## src/rtl/core/avctp_pkg.sv

```systemverilog
// ----------------------------------------------------------------------------
// AVCTP fragmenter package
// Shared constants and the command/status bundles between controller and
// datapath.
// ----------------------------------------------------------------------------
package avctp_pkg;

  localparam int MTU_W   = 11;
  localparam int LEN_W   = 16;
  localparam int PID_W   = 16;
  localparam int LABEL_W = 4;
  localparam int CR_W    = 2;
  localparam int KIND_W  = 2;
  localparam int HIDX_W  = 2;

  localparam logic [MTU_W-1:0] MTU_RESET = 11'd48;
  localparam logic [MTU_W-1:0] MTU_MIN   = 11'd5;

  localparam logic [MTU_W-1:0] HDR_LEN_SINGLE = 11'd3;
  localparam logic [MTU_W-1:0] HDR_LEN_START  = 11'd4;
  localparam logic [MTU_W-1:0] HDR_LEN_FOLLOW = 11'd1;

  localparam logic [KIND_W-1:0] KIND_SINGLE = 2'd0;
  localparam logic [KIND_W-1:0] KIND_START  = 2'd1;
  localparam logic [KIND_W-1:0] KIND_CONT   = 2'd2;
  localparam logic [KIND_W-1:0] KIND_END    = 2'd3;

  // dividend is len + 4 - mtu, up to 17 bits
  localparam int DIVD_W = LEN_W + 1;
  localparam int DCNT_W = 5;
  localparam logic [DCNT_W-1:0] DIV_STEPS = DCNT_W'(DIVD_W);

  typedef struct packed {
    logic              capture;     // latch the accepted input item
    logic              drop_msg;    // zero-length first byte
    logic              open_single;
    logic              open_start;  // also loads the divider
    logic              div_step;
    logic              div_finish;  // packet count from quotient/remainder
    logic              open_follow; // continue or end packet
    logic              emit_hdr;
    logic              emit_data;
    logic [HIDX_W-1:0] hidx;        // header byte index for emit_hdr
  } avctp_cmd_t;

  typedef struct packed {
    logic first;
    logic len_zero;
    logic fits_single;
    logic in_msg;
    logic pbl_zero;
    logic div_done;
    logic out_free;
    logic hdr_last;
  } avctp_sts_t;

endpackage

```

## src/rtl/core/avctp_dp.sv

```systemverilog
// ----------------------------------------------------------------------------
// AVCTP fragmenter datapath
// Item capture, message state, packet count divider, header byte mux and
// the output register.
// ----------------------------------------------------------------------------
module avctp_dp
  import avctp_pkg::*;
(
  input  logic               clk,
  input  logic               rst_n,
  input  avctp_cmd_t         cmd,
  output avctp_sts_t         sts,
  input  logic [7:0]         in_byte,
  input  logic               in_first,
  input  logic [LEN_W-1:0]   in_len,
  input  logic [LABEL_W-1:0] in_label,
  input  logic [CR_W-1:0]    in_cr,
  input  logic [PID_W-1:0]   in_pid,
  input  logic               cfg_we,
  input  logic [MTU_W-1:0]   cfg_mtu,
  input  logic               out_ready,
  output logic               out_valid,
  output logic [7:0]         out_byte,
  output logic               out_plast,
  output logic               out_mlast,
  output logic [KIND_W-1:0]  out_kind
);

  logic [MTU_W-1:0]   mtu_r;
  logic [MTU_W-1:0]   mtu_eff;
  logic [MTU_W-1:0]   div_d;

  // captured item
  logic [7:0]         it_byte_r;
  logic               it_first_r;
  logic [LEN_W-1:0]   it_len_r;
  logic [LABEL_W-1:0] it_label_r;
  logic [CR_W-1:0]    it_cr_r;
  logic [PID_W-1:0]   it_pid_r;

  // message state
  logic [LEN_W-1:0]   br_r;
  logic [MTU_W-1:0]   pbl_r;
  logic [KIND_W-1:0]  kind_r;
  logic [LABEL_W-1:0] label_r;
  logic [CR_W-1:0]    cr_r;
  logic [PID_W-1:0]   pid_r;
  logic [7:0]         fcnt_r;
  logic               in_msg_r;

  // divider
  logic [DIVD_W-1:0]  div_q_r;
  logic [MTU_W-1:0]   div_rem_r;
  logic [DCNT_W-1:0]  div_cnt_r;
  logic [MTU_W:0]     rem_sh;
  logic               div_ge;
  logic [MTU_W:0]     rem_sub;
  logic [DIVD_W-1:0]  rest;

  // output register
  logic               ov_r;
  logic [7:0]         ob_r;
  logic               opl_r;
  logic               oml_r;
  logic [KIND_W-1:0]  ok_r;

  logic [7:0]         hdr_byte;
  logic [MTU_W-1:0]   pbl_dec;
  logic [LEN_W-1:0]   br_dec;
  logic               out_free;

  assign mtu_eff = (mtu_r < MTU_MIN) ? MTU_MIN : mtu_r;
  assign div_d   = mtu_eff - HDR_LEN_FOLLOW;
  assign rest    = {1'b0, it_len_r} + DIVD_W'(HDR_LEN_START) - DIVD_W'(mtu_eff);

  assign rem_sh  = {div_rem_r, div_q_r[DIVD_W-1]};
  assign div_ge  = rem_sh >= {1'b0, div_d};
  assign rem_sub = rem_sh - {1'b0, div_d};

  assign pbl_dec  = pbl_r - MTU_W'(1);
  assign br_dec   = br_r - LEN_W'(1);
  assign out_free = !ov_r || out_ready;

  always_comb begin
    hdr_byte = {label_r, kind_r, cr_r};
    case (cmd.hidx)
      2'd0: hdr_byte = {label_r, kind_r, cr_r};
      2'd1: hdr_byte = (kind_r == KIND_START) ? fcnt_r : pid_r[15:8];
      2'd2: hdr_byte = (kind_r == KIND_START) ? pid_r[15:8] : pid_r[7:0];
      2'd3: hdr_byte = pid_r[7:0];
      default: hdr_byte = {label_r, kind_r, cr_r};
    endcase
  end

  always_comb begin
    sts.first       = it_first_r;
    sts.len_zero    = it_len_r == '0;
    sts.fits_single = {1'b0, it_len_r} <= (DIVD_W'(mtu_eff) - DIVD_W'(HDR_LEN_SINGLE));
    sts.in_msg      = in_msg_r;
    sts.pbl_zero    = pbl_r == '0;
    sts.div_done    = div_cnt_r == DIV_STEPS;
    sts.out_free    = out_free;
    case (kind_r)
      KIND_SINGLE: sts.hdr_last = cmd.hidx == 2'd2;
      KIND_START:  sts.hdr_last = cmd.hidx == 2'd3;
      default:     sts.hdr_last = cmd.hidx == 2'd0;
    endcase
  end

  always_ff @(posedge clk) begin
    if (!rst_n) begin
      mtu_r <= MTU_RESET;
    end else if (cfg_we) begin
      mtu_r <= cfg_mtu;
    end
  end

  always_ff @(posedge clk) begin
    if (cmd.capture) begin
      it_byte_r  <= in_byte;
      it_first_r <= in_first;
      it_len_r   <= in_len;
      it_label_r <= in_label;
      it_cr_r    <= in_cr;
      it_pid_r   <= in_pid;
    end
  end

  always_ff @(posedge clk) begin
    if (cmd.open_start) begin
      div_q_r   <= rest;
      div_rem_r <= '0;
      div_cnt_r <= '0;
    end else if (cmd.div_step) begin
      div_q_r   <= {div_q_r[DIVD_W-2:0], div_ge};
      div_rem_r <= div_ge ? rem_sub[MTU_W-1:0] : rem_sh[MTU_W-1:0];
      div_cnt_r <= div_cnt_r + DCNT_W'(1);
    end
  end

  always_ff @(posedge clk) begin
    if (!rst_n) begin
      br_r     <= '0;
      pbl_r    <= '0;
      kind_r   <= KIND_SINGLE;
      label_r  <= '0;
      cr_r     <= '0;
      pid_r    <= '0;
      fcnt_r   <= '0;
      in_msg_r <= 1'b0;
    end else begin
      if (cmd.drop_msg) begin
        in_msg_r <= 1'b0;
        br_r     <= '0;
        pbl_r    <= '0;
      end
      if (cmd.open_single || cmd.open_start) begin
        label_r  <= it_label_r;
        cr_r     <= it_cr_r;
        pid_r    <= it_pid_r;
        br_r     <= it_len_r;
        in_msg_r <= 1'b1;
      end
      if (cmd.open_single) begin
        kind_r <= KIND_SINGLE;
        pbl_r  <= it_len_r[MTU_W-1:0];
        fcnt_r <= '0;
      end
      if (cmd.open_start) begin
        kind_r <= KIND_START;
        pbl_r  <= mtu_eff - HDR_LEN_START;
      end
      if (cmd.div_finish) begin
        // packets = full follow-ups + start + partial tail, modulo 256
        fcnt_r <= div_q_r[7:0] + 8'd1 + {7'd0, div_rem_r != '0};
      end
      if (cmd.open_follow) begin
        if (br_r > LEN_W'(div_d)) begin
          kind_r <= KIND_CONT;
          pbl_r  <= div_d;
        end else begin
          kind_r <= KIND_END;
          pbl_r  <= br_r[MTU_W-1:0];
        end
      end
      if (cmd.emit_data) begin
        br_r <= br_dec;
        if (br_dec == '0) begin
          in_msg_r <= 1'b0;
          pbl_r    <= '0;
        end else begin
          pbl_r <= pbl_dec;
        end
      end
    end
  end

  always_ff @(posedge clk) begin
    if (!rst_n) begin
      ov_r <= 1'b0;
    end else if (cmd.emit_hdr || cmd.emit_data) begin
      ov_r <= 1'b1;
    end else if (out_ready) begin
      ov_r <= 1'b0;
    end
  end

  always_ff @(posedge clk) begin
    if (cmd.emit_hdr) begin
      ob_r  <= hdr_byte;
      opl_r <= 1'b0;
      oml_r <= 1'b0;
      ok_r  <= kind_r;
    end else if (cmd.emit_data) begin
      ob_r  <= it_byte_r;
      opl_r <= pbl_dec == '0;
      oml_r <= br_dec == '0;
      ok_r  <= kind_r;
    end
  end

  assign out_valid = ov_r;
  assign out_byte  = ob_r;
  assign out_plast = opl_r;
  assign out_mlast = oml_r;
  assign out_kind  = ok_r;

endmodule

```

## src/rtl/core/avctp_ctrl.sv

```systemverilog
// ----------------------------------------------------------------------------
// AVCTP fragmenter controller
// Sequences one input byte: evaluate, divide for the packet count, emit
// header bytes, emit the payload byte.
// ----------------------------------------------------------------------------
module avctp_ctrl
  import avctp_pkg::*;
(
  input  logic       clk,
  input  logic       rst_n,
  input  logic       in_valid,
  output logic       in_ready,
  input  avctp_sts_t sts,
  output avctp_cmd_t cmd
);

  typedef enum logic [2:0] {
    ST_IDLE,
    ST_EVAL,
    ST_DIV,
    ST_HDR,
    ST_DATA
  } state_t;

  state_t            state_r, state_nxt;
  logic [HIDX_W-1:0] hidx_r, hidx_nxt;

  assign in_ready = state_r == ST_IDLE;

  always_comb begin
    state_nxt = state_r;
    hidx_nxt  = hidx_r;
    cmd       = '0;
    cmd.hidx  = hidx_r;
    case (state_r)
      ST_IDLE: begin
        if (in_valid) begin
          cmd.capture = 1'b1;
          state_nxt   = ST_EVAL;
        end
      end
      ST_EVAL: begin
        hidx_nxt = '0;
        if (sts.first) begin
          if (sts.len_zero) begin
            cmd.drop_msg = 1'b1;
            state_nxt    = ST_IDLE;
          end else if (sts.fits_single) begin
            cmd.open_single = 1'b1;
            state_nxt       = ST_HDR;
          end else begin
            cmd.open_start = 1'b1;
            state_nxt      = ST_DIV;
          end
        end else if (!sts.in_msg) begin
          state_nxt = ST_IDLE;
        end else if (sts.pbl_zero) begin
          cmd.open_follow = 1'b1;
          state_nxt       = ST_HDR;
        end else begin
          state_nxt = ST_DATA;
        end
      end
      ST_DIV: begin
        if (sts.div_done) begin
          cmd.div_finish = 1'b1;
          state_nxt      = ST_HDR;
        end else begin
          cmd.div_step = 1'b1;
        end
      end
      ST_HDR: begin
        if (sts.out_free) begin
          cmd.emit_hdr = 1'b1;
          if (sts.hdr_last) begin
            state_nxt = ST_DATA;
          end else begin
            hidx_nxt = hidx_r + HIDX_W'(1);
          end
        end
      end
      ST_DATA: begin
        if (sts.out_free) begin
          cmd.emit_data = 1'b1;
          state_nxt     = ST_IDLE;
        end
      end
      default: state_nxt = ST_IDLE;
    endcase
  end

  always_ff @(posedge clk) begin
    if (!rst_n) begin
      state_r <= ST_IDLE;
      hidx_r  <= '0;
    end else begin
      state_r <= state_nxt;
      hidx_r  <= hidx_nxt;
    end
  end

endmodule

```

## src/rtl/core/avctp_message_fragmenter.sv

```systemverilog
// ----------------------------------------------------------------------------
// AVCTP message fragmenter
// Cuts a byte-wise message into link packets no larger than the peer MTU.
// ----------------------------------------------------------------------------
// Each payload byte is taken on the input stream and turned into its packet
// bytes: header bytes (three for a single packet, four for a start packet,
// one for continue and end packets) ahead of the packet's first data byte,
// then the data byte itself. The first byte of a message that needs
// fragmenting also passes through the bit-serial divider that computes the
// packet count, one quotient bit per cycle. The output register lets the next
// byte be processed while a result waits; back-pressure on the output
// stretches the header and data emit steps. The MTU register is written over
// the cfg port, always ready; the user must write it only while the block is
// idle, which the block itself does not enforce. Values below 5 act as 5.
// ----------------------------------------------------------------------------
module avctp_message_fragmenter
  import avctp_pkg::*;
(
  input  logic        clk,
  input  logic        rst_n,
  // in_tdata: payload_byte[7:0], message_length[23:8], transaction_label[27:24],
  //           cr_ipid[29:28], profile_id[45:30], zero pad[47:46]
  input  logic [47:0] in_tdata,
  // in_tuser: first_of_message[0]
  input  logic        in_tuser,
  input  logic        in_tvalid,
  output logic        in_tready,
  // out_tdata: out_byte[7:0]
  output logic [7:0]  out_tdata,
  // out_tuser: message_last[0], packet_kind[2:1]
  output logic [2:0]  out_tuser,
  output logic        out_tlast,
  output logic        out_tvalid,
  input  logic        out_tready,
  input  logic [10:0] cfg_data,
  input  logic        cfg_valid,
  output logic        cfg_ready
);

  avctp_cmd_t        cmd;
  avctp_sts_t        sts;
  logic              mlast;
  logic [KIND_W-1:0] kind;

  assign cfg_ready = 1'b1;

  avctp_ctrl u_ctrl (
    .clk      (clk),
    .rst_n    (rst_n),
    .in_valid (in_tvalid),
    .in_ready (in_tready),
    .sts      (sts),
    .cmd      (cmd)
  );

  avctp_dp u_dp (
    .clk       (clk),
    .rst_n     (rst_n),
    .cmd       (cmd),
    .sts       (sts),
    .in_byte   (in_tdata[7:0]),
    .in_first  (in_tuser),
    .in_len    (in_tdata[23:8]),
    .in_label  (in_tdata[27:24]),
    .in_cr     (in_tdata[29:28]),
    .in_pid    (in_tdata[45:30]),
    .cfg_we    (cfg_valid),
    .cfg_mtu   (cfg_data),
    .out_ready (out_tready),
    .out_valid (out_tvalid),
    .out_byte  (out_tdata),
    .out_plast (out_tlast),
    .out_mlast (mlast),
    .out_kind  (kind)
  );

  assign out_tuser = {kind, mlast};

endmodule

```

## config.mk

```make
export PLATFORM = sky130hd
export DESIGN_NAME = avctp_message_fragmenter
export DESIGN_NICKNAME = d
export VERILOG_FILES = /design/src/rtl/core/avctp_pkg.sv /design/src/rtl/core/avctp_dp.sv /design/src/rtl/core/avctp_ctrl.sv /design/src/rtl/core/avctp_message_fragmenter.sv
export SDC_FILE = /design/constraint.sdc
export NUM_CORES = 1
export LEC_CHECK = 0
export BUFFER_PORTS_ARGS = -buffer_cell sky130_fd_sc_hd__buf_4
export CAP_MARGIN = 40
export CELL_PAD_IN_SITES_DETAIL_PLACEMENT = 1
export CELL_PAD_IN_SITES_GLOBAL_PLACEMENT = 1
export CORE_UTILIZATION = 51
export DETAILED_ROUTE_END_ITERATION = 10
export MAX_ROUTING_LAYER = met4
export PLACE_DENSITY = 0.86
export SKIP_CTS_REPAIR_TIMING = 1
export SYNTH_ARGS = -nofsm -noshare
export SYNTH_HDL_FRONTEND = slang
export SYNTH_SLANG_ARGS = --single-unit
```

## constraint.sdc

```tcl
create_clock -name clk -period 10.3 [get_ports clk]
set_clock_uncertainty 0.2 [all_clocks]
set_input_delay 0.515 -clock clk [delete_from_list [all_inputs] [get_ports clk]]
set_output_delay 0.515 -clock clk [all_outputs]
set_load 0.005 [all_outputs]
```

After elaboration in Yosys (flattened, before gate mapping)
Index checks and enable logic that the tools add are counted.

cells by class
  add/sub/neg operators = 12
  magnitude comparators = 4
  eq/ne operators = 15
  multiplexer cells = 66
  reductions and logical operators = 22

operators with widths
  cell                                                  count
  2-to-1 mux 11 bit                                     9
  2-to-1 mux 16 bit                                     3
  2-to-1 mux 8 bit                                      6
  2-to-1 mux 17 bit                                     2
  2-to-1 mux 3 bit                                      11
  zero test 16 bit                                      2
  case mux 8 bit (4 select lines)                       1
  zero test 11 bit                                      2
  2-to-1 mux 1 bit                                      22
  subtractor 11 x 1 -> 11 bit (second input constant)   2
  2-to-1 mux 2 bit                                      9
  adder 16 x 3 -> 17 bit (second input constant)        1
  <= comparator 16 x 17 -> 1 bit                        1
  subtractor 17 x 11 -> 17 bit                          1
  greater-than comparator 16 x 11 -> 1 bit              1
  subtractor 16 x 1 -> 16 bit (second input constant)   1
  case mux 3 bit (5 select lines)                       1
  >= comparator 12 x 11 -> 1 bit                        1
  subtractor 11 x 2 -> 12 bit (second input constant)   1
  < comparator 11 x 3 -> 1 bit (second input constant)  1
  nonzero test 11 bit                                   1
  subtractor 11 bit                                     1
  subtractor 11 x 3 -> 11 bit (second input constant)   1
  nonzero test 2 bit                                    5
  22 further kinds                                      33

storage, ports and cells
  register bits after elaboration = 169
  output and inout port bits = 15
  logic and storage cells = 144

Logic depth before layout (Yosys ltp)
  depth in word-level cells = 13
  depth in mapped cells = 19
  depth with buffers taken out = 16

By module
Synthesis repeated with hierarchy kept, for this count alone.

second synthesis, totals
  cells, all modules = 1,171
  area, all modules = 10,605.2 um^2

by module, submodules not included
  module                    times used  cells an instance  area an instance (um^2)  sequential area each (um^2)
  avctp_dp                  1           1,109              10,129.7                 4,023.9
  avctp_ctrl                1           59                 456.7                    100.1
  avctp_message_fragmenter  1           3                  18.8                     0.0

Worst setup path before layout
OpenSTA, ideal clock, no wires.

  path type = register to register
  from = register u_dp.mtu_r[5]
  to = register u_dp.div_q_r[0] (enable)
  library setup time = 0.372 ns
  data arrival time = 3.938 ns
  path slack = 5.790 ns
  cell stages (with the launch flop) = 19
  path buffers = 3
  clock period less this slack = 4.510 ns
  path through = dfxtp_1 > buf_6 > or3_4 > nor4_4 > nor2_1 > ha_1 > nand2b_1 > nor4_2 > nand2_1 > xnor2_1 > ha_1 > a211o_1 > o211ai_1 > nand3_1 > o211a_1 > clkbuf_1 > nand2_1 > clkbuf_1 > nand2_1

between the ends
  cells in the longest elaborated chain, start to end = 9

ends and longest elaborated chain
  element                             line              source
  from (decl)                         avctp_dp.sv:29    logic [MTU_W-1:0] mtu_r;
  from (signal assigned)              avctp_dp.sv:114   mtu_r <= cfg_mtu;
  < comparator 11 x 3 -> 1 bit        avctp_dp.sv:72    assign mtu_eff = (mtu_r < MTU_MIN) ? MTU_MIN : mtu_r;
  2-to-1 mux 11 bit (*)               avctp_dp.sv:72
  subtractor 11 x 2 -> 12 bit (*)     avctp_dp.sv:98    sts.fits_single = {1'b0, it_len_r} <= (DIVD_W'(mtu_eff) - DIVD_W'(HDR_LEN_SINGLE));
  <= comparator 16 x 17 -> 1 bit (*)  avctp_dp.sv:98
  2-to-1 mux 1 bit (*)                avctp_ctrl.sv:48  end else if (sts.fits_single) begin
  2-to-1 mux 2 bit (*)                avctp_ctrl.sv:45  if (sts.len_zero) begin
  2-to-1 mux 3 bit (*)                avctp_ctrl.sv:44  if (sts.first) begin
  2-to-1 mux 3 bit (*)                avctp_ctrl.sv:35  case (state_r)
  nonzero test 2 bit (no line) (*)    n/a
  to (signal assigned)                avctp_dp.sv:131   div_q_r <= rest;
  to (signal assigned)                avctp_dp.sv:135   div_q_r <= {div_q_r[DIVD_W-2:0], div_ge};
  to (decl)                           avctp_dp.sv:52    logic [DIVD_W-1:0] div_q_r;

Mark *: on every way between the ends. The rest lies on a longest branch, timed or not.
A chain may end at the register's enable or synchronous reset.

Worst setup path after layout
  from = register u_dp.mtu_r[5]
  to = register u_dp.div_q_r[16] (enable)

Same word-level chain as after synthesis.

==> impl_metrics.csv <==
group,metric,value,unit
status,status,"completed",
critical_path,r2r_start,"u_dp.mtu_r[5]",
place,gp_congestion,0.9560,
cells_and_area,num-fill-cells,2287,
cells_and_area,final_nets,1329,
yosys,synthMuxAreaShare,0.02901,
timing,grt_setup_unrepaired,"no",
yosys,synth_edf_count,74,
yosys,avgSynthCellArea,9.089,µm²
cells_and_area,drive_gt1_frac,0.1166,
critical_path,crit_top_cell,"nand2_1",
hold_path,hold_path.class,"in2reg",
cells_and_area,post-route-util,0.5932,
detailed_routing,vias_per_cell,6.201,
floorplanning,rows,51,
detailed_routing,dr.pass1.iters,5,
yosys,seq_area_frac_synth,0.4051,
cells_and_area,multi_input_area,5643,µm²
yosys,synth-main-ff-cell,"dfxtp_1",
pwr,vdd_drop_max,0.1149,mV
yosys,synthTopCellsByCount,"nand2_1, nor2_1, dfxtp_1",
critical_path,critPathSlowestCell,"nand2_1",
yosys,synth.area.top_cells,"edfxtp_1, dfxtp_1, ha_1, nand2_1, a21oi_1",
timing,hold_violations,0,
clock_network,cts_max_path_buffers,2,
timing,max_freq,176.7,MHz
yosys,yosys.area_share.simple,0.1912,
yosys,yosysWarningCount,0,
critical_path,crit_path_end_kind,"register",
critical_path,reg2reg_setup_slack,4640,ps
pwr,powerDensity,203.5,nW/µm²
floorplanning,design.core.area,19530,µm²
critical_path,cp_max_fo,43,
critical_path,startpoint_type,"register",
yosys,ys_ff_latch,169,
floorplanning,die_width,143.3,µm
timing,drv_slew,0,
place,place_hpwl,23130,µm
critical_path,rr_endpoint,"u_dp.div_q_r[16]",
floorplanning,die_area,20530,µm²
detailed_routing,ant_nets,0,
grt,track_usage,0.3312,
timing,min_period,5660,ps
floorplanning,start_util,0.5213,
hold_path,hold_end,"u_dp.it_byte_r[0]",
clock_network,root_buffer,"clkbuf_16",
yosys,synthXorXnorAreaFrac,0.05076,
timing,worst_pin_slew,908.1,ps
grt,grt_pass1_wl,50030,µm
critical_path,r2r_cells,16,
pwr,p_leak,4.637,nW
clock_network,insertion_delay,440,ps
yosys,synth_fa_ha_area_frac,0.1059,
critical_path,cp.required,10100,ps
yosys,synthDominantCellAreaShare,0.2183,
cells_and_area,ff_latch_area,4124,µm²
detailed_routing,route.vias.total,9035,
clock_network,tritoncts,"yes",
timing,tns,0,ps
floorplanning,pin_count,80,
critical_path,crit_chain,"or3_4 > nor4_4 > a21oi_1 > inv_1 > ha_1 > nand2_1 > nand2_1 > xnor2_1 > ha_1 > a211o_1 > o211ai_1 > nand3_1 > o211a_1 > nand2_1 > buf_4 > nand2_1",
yosys,synth_top_family_by_area,"simple AND/OR/NAND/NOR gates",
clock_network,cts.sink_count,169,
yosys,synth-compound-area-share,0.1747,
grt,grt_max_degree,44,
hold_path,hp-start,"in_tdata[0]",
cells_and_area,antennaDiodeCount,0,
critical_path,crit_start,"u_dp.mtu_r[5]",
detailed_routing,wire_per_inst,21.81,µm
grt,antenna_found_initial,0,
timing,fin_crit_sh,0.5495,
yosys,syn_area,10180,µm²
critical_path,max_stage_delay,590,ps
grt,overflow,0,
detailed_routing,drcViolationCount,0,
critical_path,critPathKind,"reg2reg",
clock_network,h-tree-depth,4,
detailed_routing,drt_iter0_drc,683,
detailed_routing,routed_wl,31780,µm
floorplanning,die-height,143.3,µm
cells_and_area,synthToLayoutAreaGrowth,13.78,%
critical_path,critPathArrivalTime,5460,ps
yosys,yosys.area.top_type,"edfxtp_1",
yosys,synth_cell_types,74,
timing,maxSlewHeadroom,0.3900,
yosys,netlist_instances,1120,
clock_network,cts_buffers,17,
job,cap_viol_max_count,0,
timing,finalSetupViolations,0,
grt,grt_pass1_vias,9467,
clock_network,clk_pin_slew,80,ps
place,portBuffers,76,
hold_path,holdPathStages,1,
yosys,synth_most_common_cell,"nand2_1",
yosys,async_flop_share,0,
==> stage by stage <==
| step | total power, mW | std cells | setup WS, ps | hold slack (ps) | cell area (µm²) |
|---|---|---|---|---|---|
| 3_5_place_dp | 1.674 | 1425 | 4787 | 250.6 | 10960 |
| 4_1_cts | 2.346 | 1457 | 4694 | 34.69 | 11580 |
| 3_3_place_gp | 1.628 | 1424 | 4939 | 242.3 | 10940 |
| 2_1_floorplan | 1.455 | 1126 | 5790 | 235.7 | 10200 |
| 6_report | 2.357 | 1457 | 4640 | 47.28 | 11580 |
| 5_1_grt | 2.475 | 1457 | 4272 | 28.64 | 11580 |
==> routing by layer <==
| metal | up-vias | wire length (µm) | GRT usage |
|---|---|---|---|
| li1 | 4197 | - | - |
| met1 | 4480 | 13480 | 0.3854 |
| met2 | 269 | 15780 | 0.5641 |
| met3 | 89 | 1154 | 0.04728 |
| met4 | 0 | 1358 | 0.1545 |
| met5 | - | 0 | - |
==> critical path: cells and delay by family, from the launching register on <==
family / cells / cell delay [ps]
AND/OR/NAND/NOR: 7 / 2060
buffers and inverters: 2 / 650
adder cells (fa/ha/maj): 2 / 480
flip-flops: 1 / 390
AO/OA/AOI/OAI: 4 / 1300
XOR/XNOR: 1 / 130
==> cell type report <==
type	count	area share
clock buffers	17	0.03673
clock inverters	15	0.01674
inverters	53	0.01718
multi-input cells	852	0.4872
flip-flops and latches	169	0.3561
well taps	265	0.02863
repair buffers	86	0.05747
==> state kept, by name (all words and copies together) (netlist names), 11 cells and up <==
name,flops
u_dp.div_rem_r,11
u_dp.mtu_r,11
u_dp.div_q_r,17
u_dp.it_pid_r,16
u_dp.pbl_r,11
u_dp.it_len_r,16
u_dp.pid_r,16
u_dp.br_r,16
==> worst max-delay path by stage <==
stage	cells after the start	end	slack, ps
5_1_grt	16	u_dp.div_q_r[16]	4270
3_5_place_dp	16	u_dp.div_q_r[14]	4790
6_report	16	u_dp.div_q_r[16]	4640
3_3_place_gp	16	u_dp.div_q_r[14]	4940
2_1_floorplan	18	u_dp.div_q_r[0]	5790
4_1_cts	16	u_dp.div_q_r[16]	4690
==> power by group <==
part | leakage (nW) | total [mW] | internal [mW] | switching (mW)
registers | 1.47 | 0.892 | 0.797 | 0.0956
clock network | 0.300 | 0.671 | 0.333 | 0.338
logic | 2.87 | 0.794 | 0.321 | 0.473
total | 4.64 | 2.36 | 1.45 | 0.906
==> placed cells by master (no fill, tap or decap), types with 5 or more instances in the layout <==
cell / n
a22oi_1: 14
nor3b_1: 6
nand3_1: 35
and2_1: 7
nand4_1: 14
edfxtp_1: 74
a221oi_1: 5
clkinv_8: 6
nand2_1: 136
nor2b_1: 9
a31oi_1: 9
xnor2_1: 39
a21oi_1: 76
o31ai_1: 7
conb_1: 7
xor2_1: 20
nor3_1: 30
o211a_1: 6
a222oi_1: 10
inv_1: 52
buf_4: 85
o21ai_0: 64
o21a_1: 10
a211oi_1: 17
dfxtp_1: 95
ha_1: 83
nor2_1: 100
nand2b_1: 10
and3_1: 8
o311ai_0: 5
mux2i_1: 25
a21o_1: 7
clkbuf_16: 17
nor4_1: 14
o211ai_1: 9
==> cells by family (layout without fill, tap and decap cells) <==
group	Yosys count	count (layout)
multiplexers	29	29
adder cells (fa/ha/maj)	85	85
buffers and inverters	105	171
AND/OR/NAND/NOR	401	401
XOR/XNOR	59	59
AO/OA/AOI/OAI	271	271
other	1	7
flip-flops	169	169
No activity file was read; power rests on OpenSTA's default activity.
